**config.mk**
```make
export PLATFORM = sky130hd
export DESIGN_NAME = graph_depth_first_walk
export DESIGN_NICKNAME = d
export VERILOG_FILES = /design/src/rtl/core/gdfw_pkg.sv /design/src/rtl/core/gdfw_ram.sv /design/src/rtl/core/gdfw_ctrl.sv /design/src/rtl/core/gdfw_dp.sv /design/src/rtl/core/graph_depth_first_walk.sv
export SDC_FILE = /design/constraint.sdc
export NUM_CORES = 1
export LEC_CHECK = 0
export ABC_AREA = 1
export BUFFER_PORTS_ARGS = -buffer_cell sky130_fd_sc_hd__buf_2
export CAP_MARGIN = 20
export CORE_MARGIN = 4
export CORE_UTILIZATION = 32
export DETAILED_ROUTE_END_ITERATION = 6
export SLEW_MARGIN = 20
export SYNTH_ARGS = -nofsm -noshare
export SYNTH_HDL_FRONTEND = slang
export SYNTH_SLANG_ARGS = --single-unit
```
**constraint.sdc**
```tcl
create_clock -name i_clk -period 19.4 [get_ports i_clk]
set_clock_uncertainty 0.2 [all_clocks]
set_input_delay 4.85 -clock i_clk [delete_from_list [all_inputs] [get_ports i_clk]]
set_output_delay 4.85 -clock i_clk [all_outputs]
set_load 0.05 [all_outputs]
```
**src/rtl/core/gdfw_pkg.sv**
```systemverilog
package gdfw_pkg;

    localparam int VERT_W  = 4;   // vertex field width
    localparam int KIND_W  = 2;   // item kind width
    localparam int STAT_W  = 2;   // result status width
    localparam int TDATA_W = 8;   // byte-padded tdata width

    typedef enum logic [KIND_W-1:0] {
        KIND_ADD    = 2'd0,
        KIND_REMOVE = 2'd1,
        KIND_WALK   = 2'd2
    } t_kind;

    typedef enum logic [STAT_W-1:0] {
        ST_DONE  = 2'd0,
        ST_FULL  = 2'd1,
        ST_MISS  = 2'd2,
        ST_VISIT = 2'd3
    } t_status;

    // controller to datapath
    typedef struct packed {
        logic load;        // latch input word
        logic own_b;       // list owner is second vertex
        logic sel_top;     // degree lookup on stack top vertex
        logic deg_latch;   // latch owner degree, clear scan index
        logic add_wr;      // append to owner list
        logic rm_rd;       // read owner entry at scan index
        logic rm_next;     // advance scan index
        logic sh_rd;       // read owner entry above scan index
        logic sh_wr;       // move that entry down one place
        logic deg_dec;     // shorten owner list
        logic set_full;
        logic set_miss;
        logic wk_init;     // clear visited, push start vertex
        logic wk_step;     // fetch next neighbor of top, or pop
        logic wk_push;     // mark and push fetched neighbor
        logic emit_edge;
        logic emit_visit;
        logic emit_last;
    } t_dp_cmd;

    // datapath to controller
    typedef struct packed {
        logic [KIND_W-1:0] in_kind;
        logic in_range;
        logic a_ok;
        logic add_full;
        logic deg_zero;
        logic rm_match;
        logic rm_more;
        logic sh_more;
        logic top_has;
        logic depth_one;
        logic nb_new;
        logic out_free;
    } t_dp_sts;

endpackage

```
**src/rtl/core/gdfw_ram.sv**
```systemverilog
module gdfw_ram #(
    parameter int WIDTH = 4,
    parameter int DEPTH = 128
) (
    input  logic                     i_clk,
    input  logic                     i_we,
    input  logic [$clog2(DEPTH)-1:0] i_waddr,
    input  logic [WIDTH-1:0]         i_wdata,
    input  logic                     i_re,
    input  logic [$clog2(DEPTH)-1:0] i_raddr,
    output logic [WIDTH-1:0]         o_rdata
);

    logic [WIDTH-1:0] r_mem [DEPTH];
    logic [WIDTH-1:0] r_rdata;

    always_ff @(posedge i_clk) begin
        if (i_we) begin
            r_mem[i_waddr] <= i_wdata;
        end
        if (i_re) begin
            r_rdata <= r_mem[i_raddr];
        end
    end

    assign o_rdata = r_rdata;

endmodule

```
**src/rtl/core/gdfw_ctrl.sv**
```systemverilog
module gdfw_ctrl import gdfw_pkg::*; (
    input  logic    i_clk,
    input  logic    i_rst_n,
    input  logic    i_in_valid,
    output logic    o_in_ready,
    input  t_dp_sts i_sts,
    output t_dp_cmd o_cmd
);

    typedef enum logic [15:0] {
        S_IDLE    = 16'b0000_0000_0000_0001,
        S_ADD_CK0 = 16'b0000_0000_0000_0010,
        S_ADD_CK1 = 16'b0000_0000_0000_0100,
        S_ADD_WA  = 16'b0000_0000_0000_1000,
        S_ADD_WB  = 16'b0000_0000_0001_0000,
        S_RM_CHK  = 16'b0000_0000_0010_0000,
        S_RM_DEG  = 16'b0000_0000_0100_0000,
        S_RM_RD   = 16'b0000_0000_1000_0000,
        S_RM_CMP  = 16'b0000_0001_0000_0000,
        S_RM_SHRD = 16'b0000_0010_0000_0000,
        S_RM_SHWR = 16'b0000_0100_0000_0000,
        S_WK_INIT = 16'b0000_1000_0000_0000,
        S_WK_TOP  = 16'b0001_0000_0000_0000,
        S_WK_NB   = 16'b0010_0000_0000_0000,
        S_WK_END  = 16'b0100_0000_0000_0000,
        S_EMIT    = 16'b1000_0000_0000_0000
    } t_state;

    t_state r_state, n_state;
    logic   r_own_b, n_own_b;

    always_comb begin
        n_state     = r_state;
        n_own_b     = r_own_b;
        o_cmd       = '0;
        o_cmd.own_b = r_own_b;
        o_in_ready  = (r_state == S_IDLE);
        unique case (r_state)
            S_IDLE: begin
                if (i_in_valid) begin
                    o_cmd.load = 1'b1;
                    n_own_b    = 1'b0;
                    unique case (i_sts.in_kind)
                        KIND_ADD:    n_state = S_ADD_CK0;
                        KIND_REMOVE: n_state = S_RM_CHK;
                        KIND_WALK:   n_state = S_WK_INIT;
                        default:     n_state = S_IDLE;
                    endcase
                end
            end
            S_ADD_CK0: begin
                o_cmd.own_b     = 1'b0;
                o_cmd.deg_latch = 1'b1;
                n_state         = S_ADD_CK1;
            end
            S_ADD_CK1: begin
                o_cmd.own_b = 1'b1;
                if (!i_sts.in_range || i_sts.add_full) begin
                    o_cmd.set_full = 1'b1;
                    n_state        = S_EMIT;
                end else begin
                    n_state = S_ADD_WA;
                end
            end
            S_ADD_WA: begin
                o_cmd.own_b  = 1'b0;
                o_cmd.add_wr = 1'b1;
                n_state      = S_ADD_WB;
            end
            S_ADD_WB: begin
                o_cmd.own_b  = 1'b1;
                o_cmd.add_wr = 1'b1;
                n_state      = S_EMIT;
            end
            S_RM_CHK: begin
                if (!i_sts.in_range) begin
                    o_cmd.set_miss = 1'b1;
                    n_state        = S_EMIT;
                end else begin
                    n_state = S_RM_DEG;
                end
            end
            S_RM_DEG: begin
                o_cmd.deg_latch = 1'b1;
                if (i_sts.deg_zero) begin
                    o_cmd.set_miss = 1'b1;
                    n_own_b        = 1'b1;
                    n_state        = r_own_b ? S_EMIT : S_RM_DEG;
                end else begin
                    n_state = S_RM_RD;
                end
            end
            S_RM_RD: begin
                o_cmd.rm_rd = 1'b1;
                n_state     = S_RM_CMP;
            end
            S_RM_CMP: begin
                if (i_sts.rm_match) begin
                    if (i_sts.rm_more) begin
                        n_state = S_RM_SHRD;
                    end else begin
                        o_cmd.deg_dec = 1'b1;
                        n_own_b       = 1'b1;
                        n_state       = r_own_b ? S_EMIT : S_RM_DEG;
                    end
                end else if (i_sts.rm_more) begin
                    o_cmd.rm_next = 1'b1;
                    n_state       = S_RM_RD;
                end else begin
                    o_cmd.set_miss = 1'b1;
                    n_own_b        = 1'b1;
                    n_state        = r_own_b ? S_EMIT : S_RM_DEG;
                end
            end
            S_RM_SHRD: begin
                o_cmd.sh_rd = 1'b1;
                n_state     = S_RM_SHWR;
            end
            S_RM_SHWR: begin
                o_cmd.sh_wr = 1'b1;
                if (i_sts.sh_more) begin
                    n_state = S_RM_SHRD;
                end else begin
                    o_cmd.deg_dec = 1'b1;
                    n_own_b       = 1'b1;
                    n_state       = r_own_b ? S_EMIT : S_RM_DEG;
                end
            end
            S_WK_INIT: begin
                if (!i_sts.a_ok) begin
                    n_state = S_IDLE;
                end else begin
                    o_cmd.wk_init = 1'b1;
                    n_state       = S_WK_TOP;
                end
            end
            S_WK_TOP: begin
                o_cmd.sel_top = 1'b1;
                o_cmd.wk_step = 1'b1;
                if (i_sts.top_has) begin
                    n_state = S_WK_NB;
                end else if (i_sts.depth_one) begin
                    n_state = S_WK_END;
                end
            end
            S_WK_NB: begin
                if (!i_sts.nb_new) begin
                    n_state = S_WK_TOP;
                end else if (i_sts.out_free) begin
                    o_cmd.emit_visit = 1'b1;
                    o_cmd.wk_push    = 1'b1;
                    n_state          = S_WK_TOP;
                end
            end
            S_WK_END: begin
                if (i_sts.out_free) begin
                    o_cmd.emit_last = 1'b1;
                    n_state         = S_IDLE;
                end
            end
            S_EMIT: begin
                if (i_sts.out_free) begin
                    o_cmd.emit_edge = 1'b1;
                    n_state         = S_IDLE;
                end
            end
            default: begin
                n_state = S_IDLE;
            end
        endcase
    end

    always_ff @(posedge i_clk) begin
        if (!i_rst_n) begin
            r_state <= S_IDLE;
            r_own_b <= 1'b0;
        end else begin
            r_state <= n_state;
            r_own_b <= n_own_b;
        end
    end

endmodule

```
**src/rtl/core/gdfw_dp.sv**
```systemverilog
module gdfw_dp import gdfw_pkg::*; #(
    parameter int VERTEX_COUNT = 16,
    parameter int MAX_DEGREE   = 8
) (
    input  logic              i_clk,
    input  logic              i_rst_n,
    input  t_dp_cmd           i_cmd,
    output t_dp_sts           o_sts,
    input  logic [KIND_W-1:0] i_in_kind,
    input  logic [VERT_W-1:0] i_in_first,
    input  logic [VERT_W-1:0] i_in_second,
    output logic              o_out_valid,
    input  logic              i_out_ready,
    output logic [VERT_W-1:0] o_out_vertex,
    output logic              o_out_last,
    output t_status           o_out_status
);

    localparam int VW    = $clog2(VERTEX_COUNT);
    localparam int DW    = $clog2(MAX_DEGREE + 1);
    localparam int PW    = $clog2(VERTEX_COUNT + 1);
    localparam int DEPTH = VERTEX_COUNT * MAX_DEGREE;
    localparam int AW    = $clog2(DEPTH);

    function automatic logic [AW-1:0] addr_of(input logic [VERT_W-1:0] v,
                                              input logic [DW-1:0] i);
        return AW'(32'(v) * 32'(MAX_DEGREE) + 32'(i));
    endfunction

    logic [VERT_W-1:0] r_a, r_b;
    logic [DW-1:0]     r_deg [VERTEX_COUNT];
    logic [DW-1:0]     r_n, r_idx;
    t_status           r_st;
    logic [VERTEX_COUNT-1:0] r_visited;
    logic [VERT_W-1:0] r_stk_vert [VERTEX_COUNT];
    logic [DW-1:0]     r_stk_next [VERTEX_COUNT];
    logic [PW-1:0]     r_depth;
    logic [VERT_W-1:0] r_pend;
    logic              r_out_valid;
    logic [VERT_W-1:0] r_out_vertex;
    logic              r_out_last;
    t_status           r_out_status;

    logic [VERT_W-1:0] own_vert, val_vert, top_vert;
    logic [VW-1:0]     own_ix, top_ix, deg_ix;
    logic [DW-1:0]     deg_rd, top_next, idx_p1;
    logic              top_has, out_free;
    logic              ram_we, ram_re;
    logic [AW-1:0]     ram_waddr, ram_raddr;
    logic [VERT_W-1:0] ram_wdata, ram_rdata;

    assign own_vert = i_cmd.own_b ? r_b : r_a;
    assign val_vert = i_cmd.own_b ? r_a : r_b;
    assign own_ix   = VW'(own_vert);
    assign top_ix   = VW'(r_depth - PW'(1));
    assign top_vert = r_stk_vert[top_ix];
    assign top_next = r_stk_next[top_ix];
    assign deg_ix   = i_cmd.sel_top ? VW'(top_vert) : own_ix;
    assign deg_rd   = r_deg[deg_ix];
    assign idx_p1   = r_idx + DW'(1);
    assign top_has  = top_next < deg_rd;
    assign out_free = !r_out_valid || i_out_ready;

    // adjacency rows: one row of MAX_DEGREE entries per vertex
    assign ram_we    = i_cmd.add_wr || i_cmd.sh_wr;
    assign ram_waddr = i_cmd.add_wr ? addr_of(own_vert, deg_rd) : addr_of(own_vert, r_idx);
    assign ram_wdata = i_cmd.add_wr ? val_vert : ram_rdata;
    assign ram_re    = i_cmd.rm_rd || i_cmd.sh_rd || (i_cmd.wk_step && top_has);
    assign ram_raddr = i_cmd.wk_step ? addr_of(top_vert, top_next) :
                       i_cmd.sh_rd   ? addr_of(own_vert, idx_p1) :
                                       addr_of(own_vert, r_idx);

    gdfw_ram #(
        .WIDTH (VERT_W),
        .DEPTH (DEPTH)
    ) u_adj_ram (
        .i_clk   (i_clk),
        .i_we    (ram_we),
        .i_waddr (ram_waddr),
        .i_wdata (ram_wdata),
        .i_re    (ram_re),
        .i_raddr (ram_raddr),
        .o_rdata (ram_rdata)
    );

    always_comb begin
        o_sts           = '0;
        o_sts.in_kind   = i_in_kind;
        o_sts.a_ok      = 32'(r_a) < VERTEX_COUNT;
        o_sts.in_range  = (32'(r_a) < VERTEX_COUNT) && (32'(r_b) < VERTEX_COUNT);
        if (r_a == r_b) begin
            o_sts.add_full = (32'(r_n) + 32'd2) > MAX_DEGREE;
        end else begin
            o_sts.add_full = (32'(r_n) >= MAX_DEGREE) || (32'(deg_rd) >= MAX_DEGREE);
        end
        o_sts.deg_zero  = (deg_rd == '0);
        o_sts.rm_match  = (ram_rdata == val_vert);
        o_sts.rm_more   = ((DW+1)'(r_idx) + (DW+1)'(1)) < (DW+1)'(r_n);
        o_sts.sh_more   = ((DW+1)'(r_idx) + (DW+1)'(2)) < (DW+1)'(r_n);
        o_sts.top_has   = top_has;
        o_sts.depth_one = (r_depth == PW'(1));
        o_sts.nb_new    = !r_visited[VW'(ram_rdata)];
        o_sts.out_free  = out_free;
    end

    // control state
    always_ff @(posedge i_clk) begin
        if (!i_rst_n) begin
            r_deg       <= '{default: '0};
            r_visited   <= '0;
            r_depth     <= '0;
            r_out_valid <= 1'b0;
        end else begin
            if (i_cmd.add_wr) begin
                r_deg[own_ix] <= deg_rd + DW'(1);
            end else if (i_cmd.deg_dec) begin
                r_deg[own_ix] <= deg_rd - DW'(1);
            end
            if (i_cmd.wk_init) begin
                // only the start vertex is marked
                r_visited <= VERTEX_COUNT'(1) << r_a;
                r_depth   <= PW'(1);
            end else if (i_cmd.wk_push) begin
                r_visited[VW'(ram_rdata)] <= 1'b1;
                r_depth                   <= r_depth + PW'(1);
            end else if (i_cmd.wk_step && !top_has) begin
                r_depth <= r_depth - PW'(1);
            end
            if (i_cmd.emit_edge || i_cmd.emit_visit || i_cmd.emit_last) begin
                r_out_valid <= 1'b1;
            end else if (i_out_ready) begin
                r_out_valid <= 1'b0;
            end
        end
    end

    // payload
    always_ff @(posedge i_clk) begin
        if (i_cmd.load) begin
            r_a  <= i_in_first;
            r_b  <= i_in_second;
            r_st <= ST_DONE;
        end else if (i_cmd.set_full) begin
            r_st <= ST_FULL;
        end else if (i_cmd.set_miss) begin
            r_st <= ST_MISS;
        end
        if (i_cmd.deg_latch) begin
            r_n   <= deg_rd;
            r_idx <= '0;
        end else if (i_cmd.rm_next || i_cmd.sh_wr) begin
            r_idx <= idx_p1;
        end
        if (i_cmd.wk_init) begin
            r_stk_vert[0] <= r_a;
            r_stk_next[0] <= '0;
            r_pend        <= r_a;
        end else if (i_cmd.wk_push) begin
            r_stk_vert[VW'(r_depth)] <= ram_rdata;
            r_stk_next[VW'(r_depth)] <= '0;
            r_pend                   <= ram_rdata;
        end else if (i_cmd.wk_step && top_has) begin
            r_stk_next[top_ix] <= top_next + DW'(1);
        end
        if (i_cmd.emit_edge) begin
            r_out_vertex <= '0;
            r_out_last   <= 1'b1;
            r_out_status <= r_st;
        end else if (i_cmd.emit_visit || i_cmd.emit_last) begin
            // a visit goes out only once the next one is known, so the final one carries last
            r_out_vertex <= r_pend;
            r_out_last   <= i_cmd.emit_last;
            r_out_status <= ST_VISIT;
        end
    end

    assign o_out_valid  = r_out_valid;
    assign o_out_vertex = r_out_vertex;
    assign o_out_last   = r_out_last;
    assign o_out_status = r_out_status;

endmodule

```
**src/rtl/core/graph_depth_first_walk.sv**
```systemverilog
// Undirected multigraph kept as ordered adjacency lists, one row of MAX_DEGREE
// entries per vertex in a single-port-write, registered-read RAM, with the list
// lengths in flops. An add item (tuser 0) appends each end to the other's list
// and answers one word with status 0, or status 1 if a list is full or a vertex
// is out of range. A remove item (tuser 1) searches each list for the first
// match and closes the gap by moving the tail down, answering status 0, or 2
// when either search misses. A walk item (tuser 2) clears the visited map and
// sends the reachable vertices in depth-first preorder, neighbors in list
// order, tlast on the final one; a start vertex out of range gives no word, as
// does tuser 3. The walk runs on an explicit stack and is bound by the RAM
// read port. Items are taken one at a time; a new item is taken while the last
// result still waits in the output register.
module graph_depth_first_walk import gdfw_pkg::*; #(
    parameter int VERTEX_COUNT = 16,
    parameter int MAX_DEGREE   = 8
) (
    input  logic               i_clk,
    input  logic               i_rst_n,
    // input words
    input  logic               s_axis_tvalid,
    output logic               s_axis_tready,
    input  logic [TDATA_W-1:0] s_axis_tdata,   // [3:0] first_vertex, [7:4] second_vertex
    input  logic [KIND_W-1:0]  s_axis_tuser,   // [1:0] kind
    // result words
    output logic               m_axis_tvalid,
    input  logic               m_axis_tready,
    output logic [TDATA_W-1:0] m_axis_tdata,   // [3:0] vertex, [7:4] zero
    output logic [STAT_W-1:0]  m_axis_tuser,   // [1:0] status
    output logic               m_axis_tlast    // last word of the item
);

    t_dp_cmd           cmd;
    t_dp_sts           sts;
    logic [VERT_W-1:0] out_vertex;
    t_status           out_status;

    // sequencer: one state per step of add, remove scan/shift and walk
    gdfw_ctrl u_ctrl (
        .i_clk      (i_clk),
        .i_rst_n    (i_rst_n),
        .i_in_valid (s_axis_tvalid),
        .o_in_ready (s_axis_tready),
        .i_sts      (sts),
        .o_cmd      (cmd)
    );

    // lists, degrees, visited map, stack and output register
    gdfw_dp #(
        .VERTEX_COUNT (VERTEX_COUNT),
        .MAX_DEGREE   (MAX_DEGREE)
    ) u_dp (
        .i_clk        (i_clk),
        .i_rst_n      (i_rst_n),
        .i_cmd        (cmd),
        .o_sts        (sts),
        .i_in_kind    (s_axis_tuser),
        .i_in_first   (s_axis_tdata[VERT_W-1:0]),
        .i_in_second  (s_axis_tdata[2*VERT_W-1:VERT_W]),
        .o_out_valid  (m_axis_tvalid),
        .i_out_ready  (m_axis_tready),
        .o_out_vertex (out_vertex),
        .o_out_last   (m_axis_tlast),
        .o_out_status (out_status)
    );

    assign m_axis_tdata = {{(TDATA_W-VERT_W){1'b0}}, out_vertex};
    assign m_axis_tuser = out_status;

endmodule

```
==> run metrics <==
number of primary I/O pins=27; maximum VDD drop=just over 0.09 mV; Total Wirelength=between 80 and 90 mm; Synth Flop Type=edfxtp_1; EDFF count, synth=662; CP arrival=between 2 and 2.5 ns; Mapped Area=0.0346 sq mm; total number of vias=between 20000 and 25000; max frequency=about 0.13 GHz; multiplexer share of the synthesized area=less than 1%; max-slew violations=0; met2 WL=between 40 and 50 mm; cts bufs inserted=78; Crit Path Max Fanout=7; Worst path slowest cell=nor3_1; synth warn=0; asr flop ratio synth=0%; FF/Latch Area=0.0222 sq mm; largest family of logic cells by synthesized area=simple AND/OR/NAND/NOR gates; syn avg cell area=10.8 sq um; Synth Area in XOR/XNOR=less than 1%; reg2reg path depth=25; leading area contributor after synthesis=edfxtp_1; outcome=completed; drt first-iter violations=about 2600; multi-input logic area=roughly 0.011 sq mm; CTS tree=yes; Final Hold Fails=0; post-synthesis compound-gate area fraction=around an eighth; Critical Path Max Stage Delay=around 0.45 ns; Pre-antenna DRT Iters=6; Cell Pwr Density=133 mW/mm^2; die height=337 um; fin crit share=38.5%; vias in the first global route=around 23000; Setup crit start kind=register; minimum hold slack=between 0.2 and 0.3 ns; Clk Tree Root Cell=clkbuf_16; TNS Setup=0 ns; Setup Viol. Count Final=0; later-pin clock latency in the skew report=0.66 ns; layout cells sized above 1=roughly an eighth; Final ANT Viol Nets=0; commonest non-fill, non-tap cell in the layout=edfxtp_1; first-pass GRT wire length=~140 mm; CP Depth=6; RSZ-0062 raised after global routing=no; DRC Markers=0; Die Area=between 0.1 and 0.15 sq mm; post-cts resize count=0; Synth Area in Simple Gates=~16%; antenna violations before repair=1; CTS max path bufs=3; CP endpoint kind=output port; crit path kind=register to output port; top cell type's share of synthesized area=a little under three fifths; total power=around 5000 uW; #FFs+latches synth=around 780; CP Buf/Inv Count=2; H-tree depth reported by CTS=3; Final HPWL DP=53.2 mm; leading post-synthesis cells by cell area=edfxtp_1, dfxtp_1, o21ai_0, nor2_1, nand3_1; Via density=around 5.2; NumNets Final=about 3200; met3 wire length=approximately 6.0 mm; min Tclk post-route=between 7 and 8 ns; GPL Wtd Cong=between 0.8 and 0.9; most frequent cells in the layout=edfxtp_1, nor2_1, o21ai_0, nand2_1, nand3_1; # Post-CTS Setup Buffers=0; hold_buf cts=0; drt wl/cell=19.3 um; CORE AREA=0.107 sq mm; Post-Synth Adder-Cell Area=0.904%; worst slew pin tran=1.21 ns; HP Class=register to register; Cell Chain, Critical Path=nor2_1 > nand2_2 > nor2_8 > inv_1 > nor3_1 > buf_2; largest net degree at the start of global routing=roughly 260; row count=120; gr ovfl total=0; PortBufs=22; count of cell types in the netlist=58; Leak=~0.013 uW; worst setup margin=11.93 ns; Finished Core Util=35.9%; Fillers=between 10000 and 15000; max cap viols=0; post-place setup slack=approximately 12 ns; relative slew slack=19.4%; Worst path top cell family by delay=simple AND/OR/NAND/NOR gates; WHS Path Cells=2; clock sinks=776; WL met1=roughly 40 mm; Global Route Usage Sum=15.5%; area added between synthesis and finish=11.4%; cells after synthesis=3214; Reg clk slew, reported paths=about 0.060 ns; Top Metal Used=met4; worst endpoint required time=14.35 ns; post-synthesis sequential area ratio=roughly 64%; die width=roughly 340 um; initial core utilization=between 30% and 40%
==> layer usage <==
layer	GRT usage, %	up-vias
met5	0	-
met4	4.45	0
met3	2.28	155
met2	24.7	855
met1	22.1	11700
li1	-	11400
==> Yosys cell counts (3+ instances only) <==
library cell	number
a211oi_1	6
a21oi_1	91
a221oi_1	3
a22oi_1	13
a31oi_1	9
buf_1	11
buf_2	47
buf_4	10
buf_6	11
clkbuf_1	104
dfxtp_1	114
edfxtp_1	662
ha_1	25
inv_1	196
inv_2	26
mux2i_1	3
nand2_1	328
nand2_2	25
nand3_1	248
nand3_2	5
nand3b_1	5
nand4_1	14
nor2_1	446
nor2_2	9
nor2_4	5
nor3_1	29
nor4_1	6
o211ai_1	93
o21a_1	11
o21ai_0	354
o21ai_1	6
o21ai_2	4
o21ai_4	3
o21bai_1	13
o221ai_1	88
o22ai_1	10
o311ai_0	12
or2_2	122
xnor2_1	7
xor2_1	16
==> layout make-up <==
class                   instances  area share [%]
repair buffers                 57            1.03
clock buffers                 106            5.45
inverters                     224            2.20
well taps                    1403            4.56
multi-input cells            2034            28.1
flip-flops and latches        776            57.5
clock inverters                36            1.17
diodes                          1         0.00649
==> power breakdown <==
group          total, uW  switching (uW)  internal (uW)
clock               1510             660            852
combinational       1710            1260            452
sequential          1910            36.4           1880
==> path summary, 6_finish.rpt <==
check | from | slack [ns] | end
worst max-delay path | u_ctrl.r_state[11] | 11.93 | s_axis_tready
worst max register to register | u_dp.r_depth[0] | 12.46 | u_dp.u_adj_ram.r_mem[52][3]
worst min register to register | register | 0.26 | register
worst min-delay path | register | 0.26 | register
==> cells by family after synthesis <==
group           Yosys count
other cells               1
fa+ha+maj                25
xor+xnor                 24
flops                   776
mux                       4
simple gates           1248
buf+inv                 407
compound gates          729
==> metrics by stage <==
| step | instance area, sq um | cells |
|---|---|---|
| 2_1_floorplan | 34600 | 3217 |
| 3_3_place_gp | 36000 | 4493 |
| 3_5_place_dp | 36000 | 4493 |
| 4_1_cts | 38500 | 4635 |
| 5_1_grt | 38500 | 4636 |
| 6_report | 38500 | 4637 |
==> sequential cells by signal (all words and copies together), names as in the netlist, 5 cells and up, named ones only <==
signal,count
u_dp.r_depth,5
u_dp.r_visited,16
u_dp.u_adj_ram.r_mem,512
u_dp.r_stk_vert,64
u_ctrl.r_state,16
u_dp.r_deg,48
u_dp.r_stk_next,64
==> worst register-to-register path, delay by kind of cell (launching register included) <==
| kind | cells | cell delay (ns) |
|---|---|---|
| adder cells (fa/ha/maj) | 3 | 0.81 |
| XOR/XNOR | 1 | 0.26 |
| AND/OR/NAND/NOR | 12 | 2.97 |
| flip-flops | 1 | 0.32 |
| buffers and inverters | 6 | 1.41 |
| multiplexers | 1 | 0.16 |
| AO/OA/AOI/OAI | 2 | 0.48 |
Power figures use the tool's default switching activity.
